**config.mk**
```make
export PLATFORM = sky130hd
export DESIGN_NAME = extended_gcd_modular_inverse_flat
export DESIGN_NICKNAME = d
export VERILOG_FILES = /design/src/hw/rtl/egcd_pkg.sv /design/src/hw/rtl/egcd_in_if.sv /design/src/hw/rtl/egcd_out_if.sv /design/src/hw/rtl/egcd_datapath.sv /design/src/hw/rtl/egcd_ctrl.sv /design/src/hw/rtl/extended_gcd_modular_inverse.sv /design/src/flat_wrapper.sv
export SDC_FILE = /design/constraint.sdc
export NUM_CORES = 1
export LEC_CHECK = 0
export ABC_CLOCK_PERIOD_IN_PS = 12640
export BUFFER_PORTS_ARGS = -buffer_cell sky130_fd_sc_hd__buf_2
export CAP_MARGIN = 20
export CORE_MARGIN = 8
export CORE_UTILIZATION = 25
export CTS_BUF_LIST = sky130_fd_sc_hd__clkbuf_8
export DETAILED_ROUTE_END_ITERATION = 10
export PLACE_DENSITY_LB_ADDON = 0.08
export SLEW_MARGIN = 0
export SYNTH_ARGS = -nofsm -noshare
export SYNTH_HDL_FRONTEND = slang
export SYNTH_SLANG_ARGS = --single-unit
```
**constraint.sdc**
```tcl
create_clock -name clk -period 12.64 [get_ports clk]
set_input_delay 3.792 -clock clk [delete_from_list [all_inputs] [get_ports clk]]
set_output_delay 3.792 -clock clk [all_outputs]
set_load 0.01 [all_outputs]
```
**src/hw/rtl/egcd_pkg.sv**
```systemverilog
package egcd_pkg;

    // Default operand width
    localparam int OPERAND_WIDTH_DEF = 32;

    // Commands from the controller to the datapath
    typedef struct packed {
        logic load;        // take a new operand pair
        logic div_init;    // start a Euclid quotient: r0 / r1
        logic red_init;    // start the final reduction: |s0| mod b
        logic align_shift; // double the shifted divisor
        logic sub_step;    // one restoring subtract, one quotient bit
        logic update;      // rotate remainders and coefficients
        logic fix;         // fold a negative coefficient into [0,b)
        logic out_load;    // capture the result into the output register
    } egcd_cmd_t;

    // Status from the datapath to the controller
    typedef struct packed {
        logic r1_zero;   // Euclid loop finished
        logic inv_ok;    // modulus nonzero and gcd equals one
        logic can_shift; // divisor still fits twice under the remainder
        logic cnt_zero;  // last quotient bit in progress
    } egcd_sts_t;

endpackage

```
**src/hw/rtl/egcd_in_if.sv**
```systemverilog
interface egcd_in_if #(
    parameter int OPERAND_WIDTH = 32
) ();
    logic                     valid;
    logic                     ready;
    logic [OPERAND_WIDTH-1:0] value_a;
    logic [OPERAND_WIDTH-1:0] modulus_b;

    modport source (output valid, output value_a, output modulus_b, input ready);
    modport sink   (input valid, input value_a, input modulus_b, output ready);
endinterface

```
**src/hw/rtl/egcd_out_if.sv**
```systemverilog
interface egcd_out_if #(
    parameter int OPERAND_WIDTH = 32
) ();
    logic                        valid;
    logic                        ready;
    logic        [OPERAND_WIDTH-1:0] divisor;
    logic signed [OPERAND_WIDTH:0]   coef_a;
    logic signed [OPERAND_WIDTH:0]   coef_b;
    logic        [OPERAND_WIDTH-1:0] inverse_mod;
    logic                        inverse_valid;

    modport source (output valid, output divisor, output coef_a, output coef_b,
                    output inverse_mod, output inverse_valid, input ready);
    modport sink   (input valid, input divisor, input coef_a, input coef_b,
                    input inverse_mod, input inverse_valid, output ready);
endinterface

```
**src/hw/rtl/egcd_datapath.sv**
```systemverilog
module egcd_datapath #(
    parameter int OPERAND_WIDTH = egcd_pkg::OPERAND_WIDTH_DEF
) (
    input  logic                            clk,
    input  egcd_pkg::egcd_cmd_t             cmd,
    input  logic        [OPERAND_WIDTH-1:0] value_a,
    input  logic        [OPERAND_WIDTH-1:0] modulus_b,
    output egcd_pkg::egcd_sts_t             sts,
    output logic        [OPERAND_WIDTH-1:0] divisor,
    output logic signed [OPERAND_WIDTH:0]   coef_a,
    output logic signed [OPERAND_WIDTH:0]   coef_b,
    output logic        [OPERAND_WIDTH-1:0] inverse_mod,
    output logic                            inverse_valid
);
    import egcd_pkg::*;

    localparam int W     = OPERAND_WIDTH;
    localparam int CNT_W = $clog2(OPERAND_WIDTH);

    // Euclid state
    logic [W-1:0] r0_reg, r1_reg, b_reg;
    logic [W:0]   s0_reg, s1_reg, t0_reg, t1_reg;

    // Shared divider state
    logic [W-1:0]     rem_reg;
    logic [W:0]       dsh_reg;
    logic [CNT_W-1:0] cnt_reg;
    logic [W:0]       ps_reg, pt_reg;
    logic [W-1:0]     inv_reg;

    // Output register
    logic [W-1:0] divisor_reg, inverse_mod_reg;
    logic [W:0]   coef_a_reg, coef_b_reg;
    logic         inverse_valid_reg;

    logic [W+1:0] dsh_dbl;
    logic         can_shift;
    logic         sub_ok;
    logic [W-1:0] rem_diff;
    logic         s0_neg;
    logic [W:0]   s0_mag;
    logic         inv_ok;

    // Divider compares and coefficient magnitude
    always_comb
    begin
        dsh_dbl   = {dsh_reg, 1'b0};
        can_shift = dsh_dbl <= {2'b00, rem_reg};
        sub_ok    = {1'b0, rem_reg} >= dsh_reg;
        rem_diff  = rem_reg - dsh_reg[W-1:0];
        s0_neg    = s0_reg[W];
        s0_mag    = s0_neg ? (~s0_reg + (W+1)'(1)) : s0_reg;
        inv_ok    = (b_reg != '0) && (r0_reg == W'(1));
    end

    assign sts.r1_zero   = (r1_reg == '0);
    assign sts.inv_ok    = inv_ok;
    assign sts.can_shift = can_shift;
    assign sts.cnt_zero  = (cnt_reg == '0);

    // Datapath registers, one command per cycle
    always_ff @(posedge clk)
    begin
        if (cmd.load)
        begin
            r0_reg <= value_a;
            r1_reg <= modulus_b;
            b_reg  <= modulus_b;
            s0_reg <= (W+1)'(1);
            s1_reg <= '0;
            t0_reg <= '0;
            t1_reg <= (W+1)'(1);
        end
        else if (cmd.div_init)
        begin
            rem_reg <= r0_reg;
            dsh_reg <= {1'b0, r1_reg};
            cnt_reg <= '0;
            ps_reg  <= '0;
            pt_reg  <= '0;
        end
        else if (cmd.red_init)
        begin
            rem_reg <= s0_mag[W-1:0];
            dsh_reg <= {1'b0, b_reg};
            cnt_reg <= '0;
        end
        else if (cmd.align_shift)
        begin
            dsh_reg <= dsh_dbl[W:0];
            cnt_reg <= cnt_reg + CNT_W'(1);
        end
        else if (cmd.sub_step)
        begin
            // Quotient bits come MSB first: accumulate q*s1 and q*t1
            if (sub_ok)
            begin
                rem_reg <= rem_diff;
            end
            ps_reg  <= {ps_reg[W-1:0], 1'b0} + (sub_ok ? s1_reg : '0);
            pt_reg  <= {pt_reg[W-1:0], 1'b0} + (sub_ok ? t1_reg : '0);
            dsh_reg <= {1'b0, dsh_reg[W:1]};
            cnt_reg <= cnt_reg - CNT_W'(1);
        end
        else if (cmd.update)
        begin
            r0_reg <= r1_reg;
            r1_reg <= rem_reg;
            s0_reg <= s1_reg;
            s1_reg <= s0_reg - ps_reg;
            t0_reg <= t1_reg;
            t1_reg <= t0_reg - pt_reg;
        end
        else if (cmd.fix)
        begin
            inv_reg <= (s0_neg && (rem_reg != '0)) ? (b_reg - rem_reg) : rem_reg;
        end

        // Capture the result
        if (cmd.out_load)
        begin
            divisor_reg       <= r0_reg;
            coef_a_reg        <= s0_reg;
            coef_b_reg        <= t0_reg;
            inverse_mod_reg   <= inv_ok ? inv_reg : '0;
            inverse_valid_reg <= inv_ok;
        end
    end

    assign divisor       = divisor_reg;
    assign coef_a        = coef_a_reg;
    assign coef_b        = coef_b_reg;
    assign inverse_mod   = inverse_mod_reg;
    assign inverse_valid = inverse_valid_reg;

endmodule

```
**src/hw/rtl/egcd_ctrl.sv**
```systemverilog
module egcd_ctrl (
    input  logic                clk,
    input  logic                rst_n,
    input  logic                in_valid,
    output logic                in_ready,
    output logic                out_valid,
    input  logic                out_ready,
    input  egcd_pkg::egcd_sts_t sts,
    output egcd_pkg::egcd_cmd_t cmd
);
    import egcd_pkg::*;

    typedef enum logic [6:0] {
        ST_IDLE   = 7'b0000001,
        ST_CHECK  = 7'b0000010,
        ST_ALIGN  = 7'b0000100,
        ST_SUB    = 7'b0001000,
        ST_UPDATE = 7'b0010000,
        ST_FIX    = 7'b0100000,
        ST_DONE   = 7'b1000000
    } state_t;

    state_t state_reg, state_next;
    logic   red_reg, red_next;
    logic   out_valid_reg, out_valid_next;

    // Next state and commands
    always_comb
    begin
        state_next = state_reg;
        red_next   = red_reg;
        cmd        = '0;
        unique case (state_reg)
            ST_IDLE:
            begin
                if (in_valid)
                begin
                    cmd.load   = 1'b1;
                    state_next = ST_CHECK;
                end
            end
            ST_CHECK:
            begin
                priority if (!sts.r1_zero)
                begin
                    cmd.div_init = 1'b1;
                    red_next     = 1'b0;
                    state_next   = ST_ALIGN;
                end
                else if (sts.inv_ok)
                begin
                    cmd.red_init = 1'b1;
                    red_next     = 1'b1;
                    state_next   = ST_ALIGN;
                end
                else
                begin
                    state_next = ST_DONE;
                end
            end
            ST_ALIGN:
            begin
                if (sts.can_shift)
                begin
                    cmd.align_shift = 1'b1;
                end
                else
                begin
                    state_next = ST_SUB;
                end
            end
            ST_SUB:
            begin
                cmd.sub_step = 1'b1;
                if (sts.cnt_zero)
                begin
                    state_next = red_reg ? ST_FIX : ST_UPDATE;
                end
            end
            ST_UPDATE:
            begin
                cmd.update = 1'b1;
                state_next = ST_CHECK;
            end
            ST_FIX:
            begin
                cmd.fix    = 1'b1;
                state_next = ST_DONE;
            end
            ST_DONE:
            begin
                // Hold until the output register is free
                if (!out_valid_reg || out_ready)
                begin
                    cmd.out_load = 1'b1;
                    state_next   = ST_IDLE;
                end
            end
            default:
            begin
                state_next = ST_IDLE;
            end
        endcase
    end

    // Output beat valid: set on capture, drop when taken
    always_comb
    begin
        out_valid_next = out_valid_reg;
        if (cmd.out_load)
        begin
            out_valid_next = 1'b1;
        end
        else if (out_ready)
        begin
            out_valid_next = 1'b0;
        end
    end

    always_ff @(posedge clk or negedge rst_n)
    begin
        if (!rst_n)
        begin
            state_reg     <= ST_IDLE;
            red_reg       <= 1'b0;
            out_valid_reg <= 1'b0;
        end
        else
        begin
            state_reg     <= state_next;
            red_reg       <= red_next;
            out_valid_reg <= out_valid_next;
        end
    end

    assign in_ready  = (state_reg == ST_IDLE);
    assign out_valid = out_valid_reg;

endmodule

```
**src/hw/rtl/extended_gcd_modular_inverse.sv**
```systemverilog
// Each Euclid step aligns the divisor by doubling, then takes the quotient bits by restoring
//   subtracts; when an inverse exists, the final reduction (|x| < b) needs a single subtract.
// One item at a time: the next beat is accepted in the cycle after capture, and the shared
//   divider sets how long each item takes.
// A finished result waits in the output register while the next beat is accepted.
// Reset (rst_n, asynchronous, active low) clears the controller and output valid.
module extended_gcd_modular_inverse #(
    parameter int OPERAND_WIDTH = egcd_pkg::OPERAND_WIDTH_DEF
) (
    input logic       clk,
    input logic       rst_n,
    egcd_in_if.sink   in_ch,
    egcd_out_if.source out_ch
);
    import egcd_pkg::*;

    egcd_cmd_t cmd;
    egcd_sts_t sts;

    egcd_ctrl u_ctrl (
        .clk       (clk),
        .rst_n     (rst_n),
        .in_valid  (in_ch.valid),
        .in_ready  (in_ch.ready),
        .out_valid (out_ch.valid),
        .out_ready (out_ch.ready),
        .sts       (sts),
        .cmd       (cmd)
    );

    egcd_datapath #(
        .OPERAND_WIDTH (OPERAND_WIDTH)
    ) u_datapath (
        .clk           (clk),
        .cmd           (cmd),
        .value_a       (in_ch.value_a),
        .modulus_b     (in_ch.modulus_b),
        .sts           (sts),
        .divisor       (out_ch.divisor),
        .coef_a        (out_ch.coef_a),
        .coef_b        (out_ch.coef_b),
        .inverse_mod   (out_ch.inverse_mod),
        .inverse_valid (out_ch.inverse_valid)
    );

endmodule

```
**src/flat_wrapper.sv**
```systemverilog
// flat-port wrapper written by rule: the top's interface ports become plain ports
module extended_gcd_modular_inverse_flat import egcd_pkg::*;
#(
    parameter int OPERAND_WIDTH = egcd_pkg::OPERAND_WIDTH_DEF
)
  (clk, rst_n, in_ch_valid, in_ch_value_a, in_ch_modulus_b, in_ch_ready, out_ch_valid, out_ch_divisor, out_ch_coef_a, out_ch_coef_b, out_ch_inverse_mod, out_ch_inverse_valid, out_ch_ready);
  egcd_in_if #(.OPERAND_WIDTH(OPERAND_WIDTH)) in_ch_i ();
  egcd_out_if #(.OPERAND_WIDTH(OPERAND_WIDTH)) out_ch_i ();
  input logic clk;
  input logic rst_n;
  input wire logic [$bits(in_ch_i.valid)-1:0] in_ch_valid;
  input wire logic [$bits(in_ch_i.value_a)-1:0] in_ch_value_a;
  input wire logic [$bits(in_ch_i.modulus_b)-1:0] in_ch_modulus_b;
  output wire logic [$bits(in_ch_i.ready)-1:0] in_ch_ready;
  output wire logic [$bits(out_ch_i.valid)-1:0] out_ch_valid;
  output wire logic [$bits(out_ch_i.divisor)-1:0] out_ch_divisor;
  output wire logic [$bits(out_ch_i.coef_a)-1:0] out_ch_coef_a;
  output wire logic [$bits(out_ch_i.coef_b)-1:0] out_ch_coef_b;
  output wire logic [$bits(out_ch_i.inverse_mod)-1:0] out_ch_inverse_mod;
  output wire logic [$bits(out_ch_i.inverse_valid)-1:0] out_ch_inverse_valid;
  input wire logic [$bits(out_ch_i.ready)-1:0] out_ch_ready;
  assign in_ch_i.valid = in_ch_valid;
  assign in_ch_i.value_a = in_ch_value_a;
  assign in_ch_i.modulus_b = in_ch_modulus_b;
  assign in_ch_ready = in_ch_i.ready;
  assign out_ch_valid = out_ch_i.valid;
  assign out_ch_divisor = out_ch_i.divisor;
  assign out_ch_coef_a = out_ch_i.coef_a;
  assign out_ch_coef_b = out_ch_i.coef_b;
  assign out_ch_inverse_mod = out_ch_i.inverse_mod;
  assign out_ch_inverse_valid = out_ch_i.inverse_valid;
  assign out_ch_i.ready = out_ch_ready;
  extended_gcd_modular_inverse #(.OPERAND_WIDTH(OPERAND_WIDTH)) u_core (.clk(clk), .rst_n(rst_n), .in_ch(in_ch_i), .out_ch(out_ch_i));
endmodule
```
==> flow_summary.ini <==
[run_status]
outcome = finished clean

[global_route]
grt_pass1_vias = 25400
global_route_overflow = 0
grt_util_all_layers = 0.159
grt_first_pass_wirelength_mm = 166
grt_start_max_net_pins = 108
grt_antenna_before_repair = 9

[finish]
final_layout_size_suffix_gt1_frac = 0.119
multiInputGateArea_um2 = 15600
regArea_um2 = 14700
finish.net_count = 3821
fin_cells = 5265
flow.area_growth_from_synthesis_pct = 16.3
n_fill_cell = 13300

[synth]
async_flop_share = 0.0168
synth-edff-count = 395
syn-instance-count = 3305
postSynthNetCount = 3604
ys_seq_elements = 536
post_synth_num_cell_types = 89
ys.flop_type = sky130_fd_sc_hd__edfxtp_1
synth.cell_area_um2 = 31400
synth_area_per_cell_um2 = 9.50
yosysWarningCount = 0
sequential_element_share_of_the_synthesized_area = 0.469

[clock_tree]
cts-resized-gates = 0
cts_max_level = 3
cts.sink_count = 536
clockRootBuffer = sky130_fd_sc_hd__clkbuf_8
insertion_delay_ns = 0.77
cts_buffers = 107
cts_setup_buffers = 0
max-clock-path-buffers = 3
cts_tree = done
cts_hold_buf = 0
path_clk_slew_ns = 0.06

[die]
chipHeight_um = 370
chipWidth_um = 370
row_count = 130
die_outline_area_um2 = 137000
fp.coreArea_um2 = 125000
initial_utilization = 0.251
ios = 201

[run]
maxCapViolations = 0

[placement]
numPortBuffers = 200
placedCellCount = 5061
gp_congestion = 0.835
dp_hpwl_mm = 82.9

[worst_setup_path]
timing.reg2reg.setup_slack_ns = 5.86
crit_path_end_kind = flop
start_kind = flop
worst-path-max-fanout = 44
path_delay_family = compound AO/OA/AOI/OAI gates
regToRegStartpoint = u_core.u_datapath.rem_reg[12]$_DFFE_PP_
r2r-end = u_core.u_datapath.ps_reg[32]$_SDFFCE_PP0P_
timing.critical_path.depth = 24
crit_buf_inv = 1
cell_by_cell_trace_of_the_critical_path = ha_1 > nand4_1 > nor2_1 > nand2_1 > o21bai_1 > and4_4 > o31ai_4 > a31oi_1 > o31a_1 > nor2_4 > buf_4 > and2_1 > ha_1 > o21ai_0 > o211ai_1 > nand4_1 > a21oi_1 > a21oi_1 > o31ai_1 > nand4_1 > and3_1 > a21oi_1 > xnor3_1 > and2_1
worstPathArrival_ns = 7.28
critPathSlowestCell = sky130_fd_sc_hd__buf_4
setup.worst_path.class = reg2reg
timing.critical_path.slowest_cell_delay_ns = 0.51
timing.reg2reg.worst_path_depth = 24
cp_data_required_time_ns = 13.15

[pwr]
power_per_cell_area_nw_per_um2 = 217
p_leak_nw = 15.0
max-vdd-ir-drop_mv = 0.0805

[timing]
tightest_slew_ns = 1.05
min_period_over_period = 0.536
timing.max_slew.rel_slack = 0.298
maxSlewViolCount = 0
finalSetupViolations = 0
hold_slack_ns = 0.462
maxClockFrequency_mhz = 148
final.setup_skew_ns = 0.0471
final-hold-violation-count = 0
grt_setup_unrepaired = false
fin_tns_setup_ns = 0
post-route-min-period_ns = 6.78

[min_path]
worst_hold_path.endpoint = u_core.u_datapath.s0_reg[20]$_SDFFE_PP0P_
holdPathStages = 2
worstHoldStart = u_core.u_datapath.s1_reg[20]$_SDFFE_PP0P_
worst_hold_path_type = reg2reg

[routing]
total_number_of_vias = 25100
detail_route.first_pass.iterations = 5
post-route-drc-count = 0
wl_per_cell_um = 21.3
routed_via_density = 4.76
antenna_left = 0
drt_first_iter_violations = 1607
drt-total-wl_mm = 112
-- layer usage --
metal  vias to the layer above  part of all wire  wire length (um)  GRT usage
met5                         -           0.00012                13          0
met4                         2             0.025              2830     0.0451
met3                       161             0.042              4700     0.0269
met2                       471              0.46             51400      0.261
met1                     12000              0.47             53100      0.214
li1                      12400                 -                 -          -
-- layout by cell type (no fill, tap or decap), types with 15 or more instances in the layout --
cell	netlist	routed
sky130_fd_sc_hd__a211oi_1	22	22
sky130_fd_sc_hd__a21o_1	101	101
sky130_fd_sc_hd__a21oi_1	333	332
sky130_fd_sc_hd__a22oi_1	44	44
sky130_fd_sc_hd__a31oi_1	25	25
sky130_fd_sc_hd__and2_1	106	105
sky130_fd_sc_hd__and3_1	25	24
sky130_fd_sc_hd__buf_2	3	200
sky130_fd_sc_hd__buf_4	1	32
sky130_fd_sc_hd__clkbuf_8	0	124
sky130_fd_sc_hd__clkinv_1	0	17
sky130_fd_sc_hd__dfxtp_1	132	132
sky130_fd_sc_hd__edfxtp_1	395	395
sky130_fd_sc_hd__ha_1	224	224
sky130_fd_sc_hd__inv_1	178	210
sky130_fd_sc_hd__nand2_1	480	478
sky130_fd_sc_hd__nand2b_1	35	35
sky130_fd_sc_hd__nand3_1	47	47
sky130_fd_sc_hd__nand4_1	37	37
sky130_fd_sc_hd__nor2_1	233	231
sky130_fd_sc_hd__nor2b_1	32	30
sky130_fd_sc_hd__nor3_1	33	31
sky130_fd_sc_hd__nor4_1	38	38
sky130_fd_sc_hd__o21a_1	25	25
sky130_fd_sc_hd__o21ai_0	205	204
sky130_fd_sc_hd__o21ai_1	15	15
sky130_fd_sc_hd__o21bai_1	25	25
sky130_fd_sc_hd__o31ai_1	18	18
sky130_fd_sc_hd__xnor2_1	97	97
sky130_fd_sc_hd__xor2_1	86	86
-- synth_stat cells (8+ instances only) --
master / count / area [um^2]
sky130_fd_sc_hd__o21bai_1: 25 / 188
sky130_fd_sc_hd__ha_1: 224 / 2800
sky130_fd_sc_hd__dfxtp_1: 132 / 2640
sky130_fd_sc_hd__nor4_1: 38 / 238
sky130_fd_sc_hd__or3_1: 8 / 50.1
sky130_fd_sc_hd__nand4_1: 37 / 231
sky130_fd_sc_hd__a211oi_1: 22 / 165
sky130_fd_sc_hd__or2_2: 10 / 62.6
sky130_fd_sc_hd__and3_1: 25 / 156
sky130_fd_sc_hd__edfxtp_1: 395 / 11900
sky130_fd_sc_hd__or4_1: 8 / 60.1
sky130_fd_sc_hd__o21ai_0: 205 / 1030
sky130_fd_sc_hd__o211ai_1: 14 / 105
sky130_fd_sc_hd__nand2b_1: 35 / 219
sky130_fd_sc_hd__xor2_1: 86 / 753
sky130_fd_sc_hd__clkbuf_1: 110 / 413
sky130_fd_sc_hd__o22ai_1: 11 / 68.8
sky130_fd_sc_hd__o21a_1: 25 / 188
sky130_fd_sc_hd__a21oi_1: 333 / 1670
sky130_fd_sc_hd__nand3_1: 47 / 235
sky130_fd_sc_hd__o21ai_1: 15 / 75.1
sky130_fd_sc_hd__dfrtp_1: 8 / 200
sky130_fd_sc_hd__o31ai_1: 18 / 135
sky130_fd_sc_hd__xnor2_1: 97 / 850
sky130_fd_sc_hd__nand3b_1: 11 / 82.6
sky130_fd_sc_hd__nor3_1: 33 / 165
sky130_fd_sc_hd__a22oi_1: 44 / 330
sky130_fd_sc_hd__nor2_1: 233 / 875
sky130_fd_sc_hd__a31oi_1: 25 / 156
sky130_fd_sc_hd__and2_1: 106 / 663
sky130_fd_sc_hd__nand2_1: 480 / 1800
sky130_fd_sc_hd__a21o_1: 101 / 758
sky130_fd_sc_hd__inv_1: 178 / 668
sky130_fd_sc_hd__nor2b_1: 32 / 200
-- layout make-up --
class	count	area share
multi-input combinational	2465	0.427
sequential	536	0.403
inverter	178	0.0185
antenna	4	0.000274
timing repair buffer	234	0.0350
clock inverter	74	0.0129
tap	1650	0.0565
clock buffer	124	0.0467
-- cells by family (layout without fill, tap and decap cells) --
logic type,Yosys count,after routing,synth area share
xor gates and xnor gates,184,184,0.0518
buffers and inverters,304,610,0.0368
adders and majority gates,231,231,0.0937
DFF,536,536,0.469
muxes,6,6,0.00195
AOI/OAI and AO/OA,910,910,0.177
and+or+nand+nor,1133,1133,0.169
other,1,5,0.000119
-- report_power, final --
part | internal, mW | leakage, nW | total (mW) | switching [mW]
sequential | 2.52 | 4.90 | 2.97 | 0.451
combinational | 1.15 | 8.87 | 3.11 | 1.96
clock | 1.01 | 1.25 | 1.85 | 0.841
-- worst max path at each step --
stage | slack [ns] | start | to
2_1_floorplan | 2.30 | out_ch_ready | u_core.u_datapath.coef_a[0]$_DFFE_PP_
3_3_place_gp | 5.62 | in_ch_valid | u_core.u_datapath.r1_reg[10]$_DFFE_PP_
3_5_place_dp | 5.55 | in_ch_valid | u_core.u_datapath.r1_reg[13]$_DFFE_PP_
4_1_cts | 5.62 | u_core.u_datapath.rem_reg[27]$_DFFE_PP_ | u_core.u_datapath.ps_reg[32]$_SDFFCE_PP0P_
5_1_grt | 5.22 | u_core.u_datapath.rem_reg[1]$_DFFE_PP_ | u_core.u_datapath.ps_reg[32]$_SDFFCE_PP0P_
6_report | 5.86 | u_core.u_datapath.rem_reg[12]$_DFFE_PP_ | u_core.u_datapath.ps_reg[32]$_SDFFCE_PP0P_
-- worst register-to-register path, stage by stage, from the launching register on --
cell and delay (ns):
sky130_fd_sc_hd__edfxtp_1 0.47, sky130_fd_sc_hd__ha_1 0.45, sky130_fd_sc_hd__nand4_1 0.18, sky130_fd_sc_hd__nor2_1 0.17, sky130_fd_sc_hd__nand2_1 0.14, sky130_fd_sc_hd__o21bai_1 0.20, sky130_fd_sc_hd__and4_4 0.19, sky130_fd_sc_hd__o31ai_4 0.21
sky130_fd_sc_hd__a31oi_1 0.22, sky130_fd_sc_hd__o31a_1 0.43, sky130_fd_sc_hd__nor2_4 0.47, sky130_fd_sc_hd__buf_4 0.52, sky130_fd_sc_hd__and2_1 0.23, sky130_fd_sc_hd__ha_1 0.21, sky130_fd_sc_hd__o21ai_0 0.12, sky130_fd_sc_hd__o211ai_1 0.28
sky130_fd_sc_hd__nand4_1 0.17, sky130_fd_sc_hd__a21oi_1 0.32, sky130_fd_sc_hd__a21oi_1 0.16, sky130_fd_sc_hd__o31ai_1 0.49, sky130_fd_sc_hd__nand4_1 0.15, sky130_fd_sc_hd__and3_1 0.18, sky130_fd_sc_hd__a21oi_1 0.19, sky130_fd_sc_hd__xnor3_1 0.23
sky130_fd_sc_hd__and2_1 0.16
-- through the flow --
stage	cell area, um^2	power (mW)	setup WS, ns	util
2_1_floorplan	31400	5.04	2.30	-
5_1_grt	36500	8.53	5.22	0.292
3_3_place_gp	34300	6.18	5.62	0.274
6_report	36500	7.93	5.86	0.292
3_5_place_dp	34300	6.14	5.55	0.274
4_1_cts	36500	8.07	5.62	0.292
Note: power is estimated with default switching activity, not from simulation.
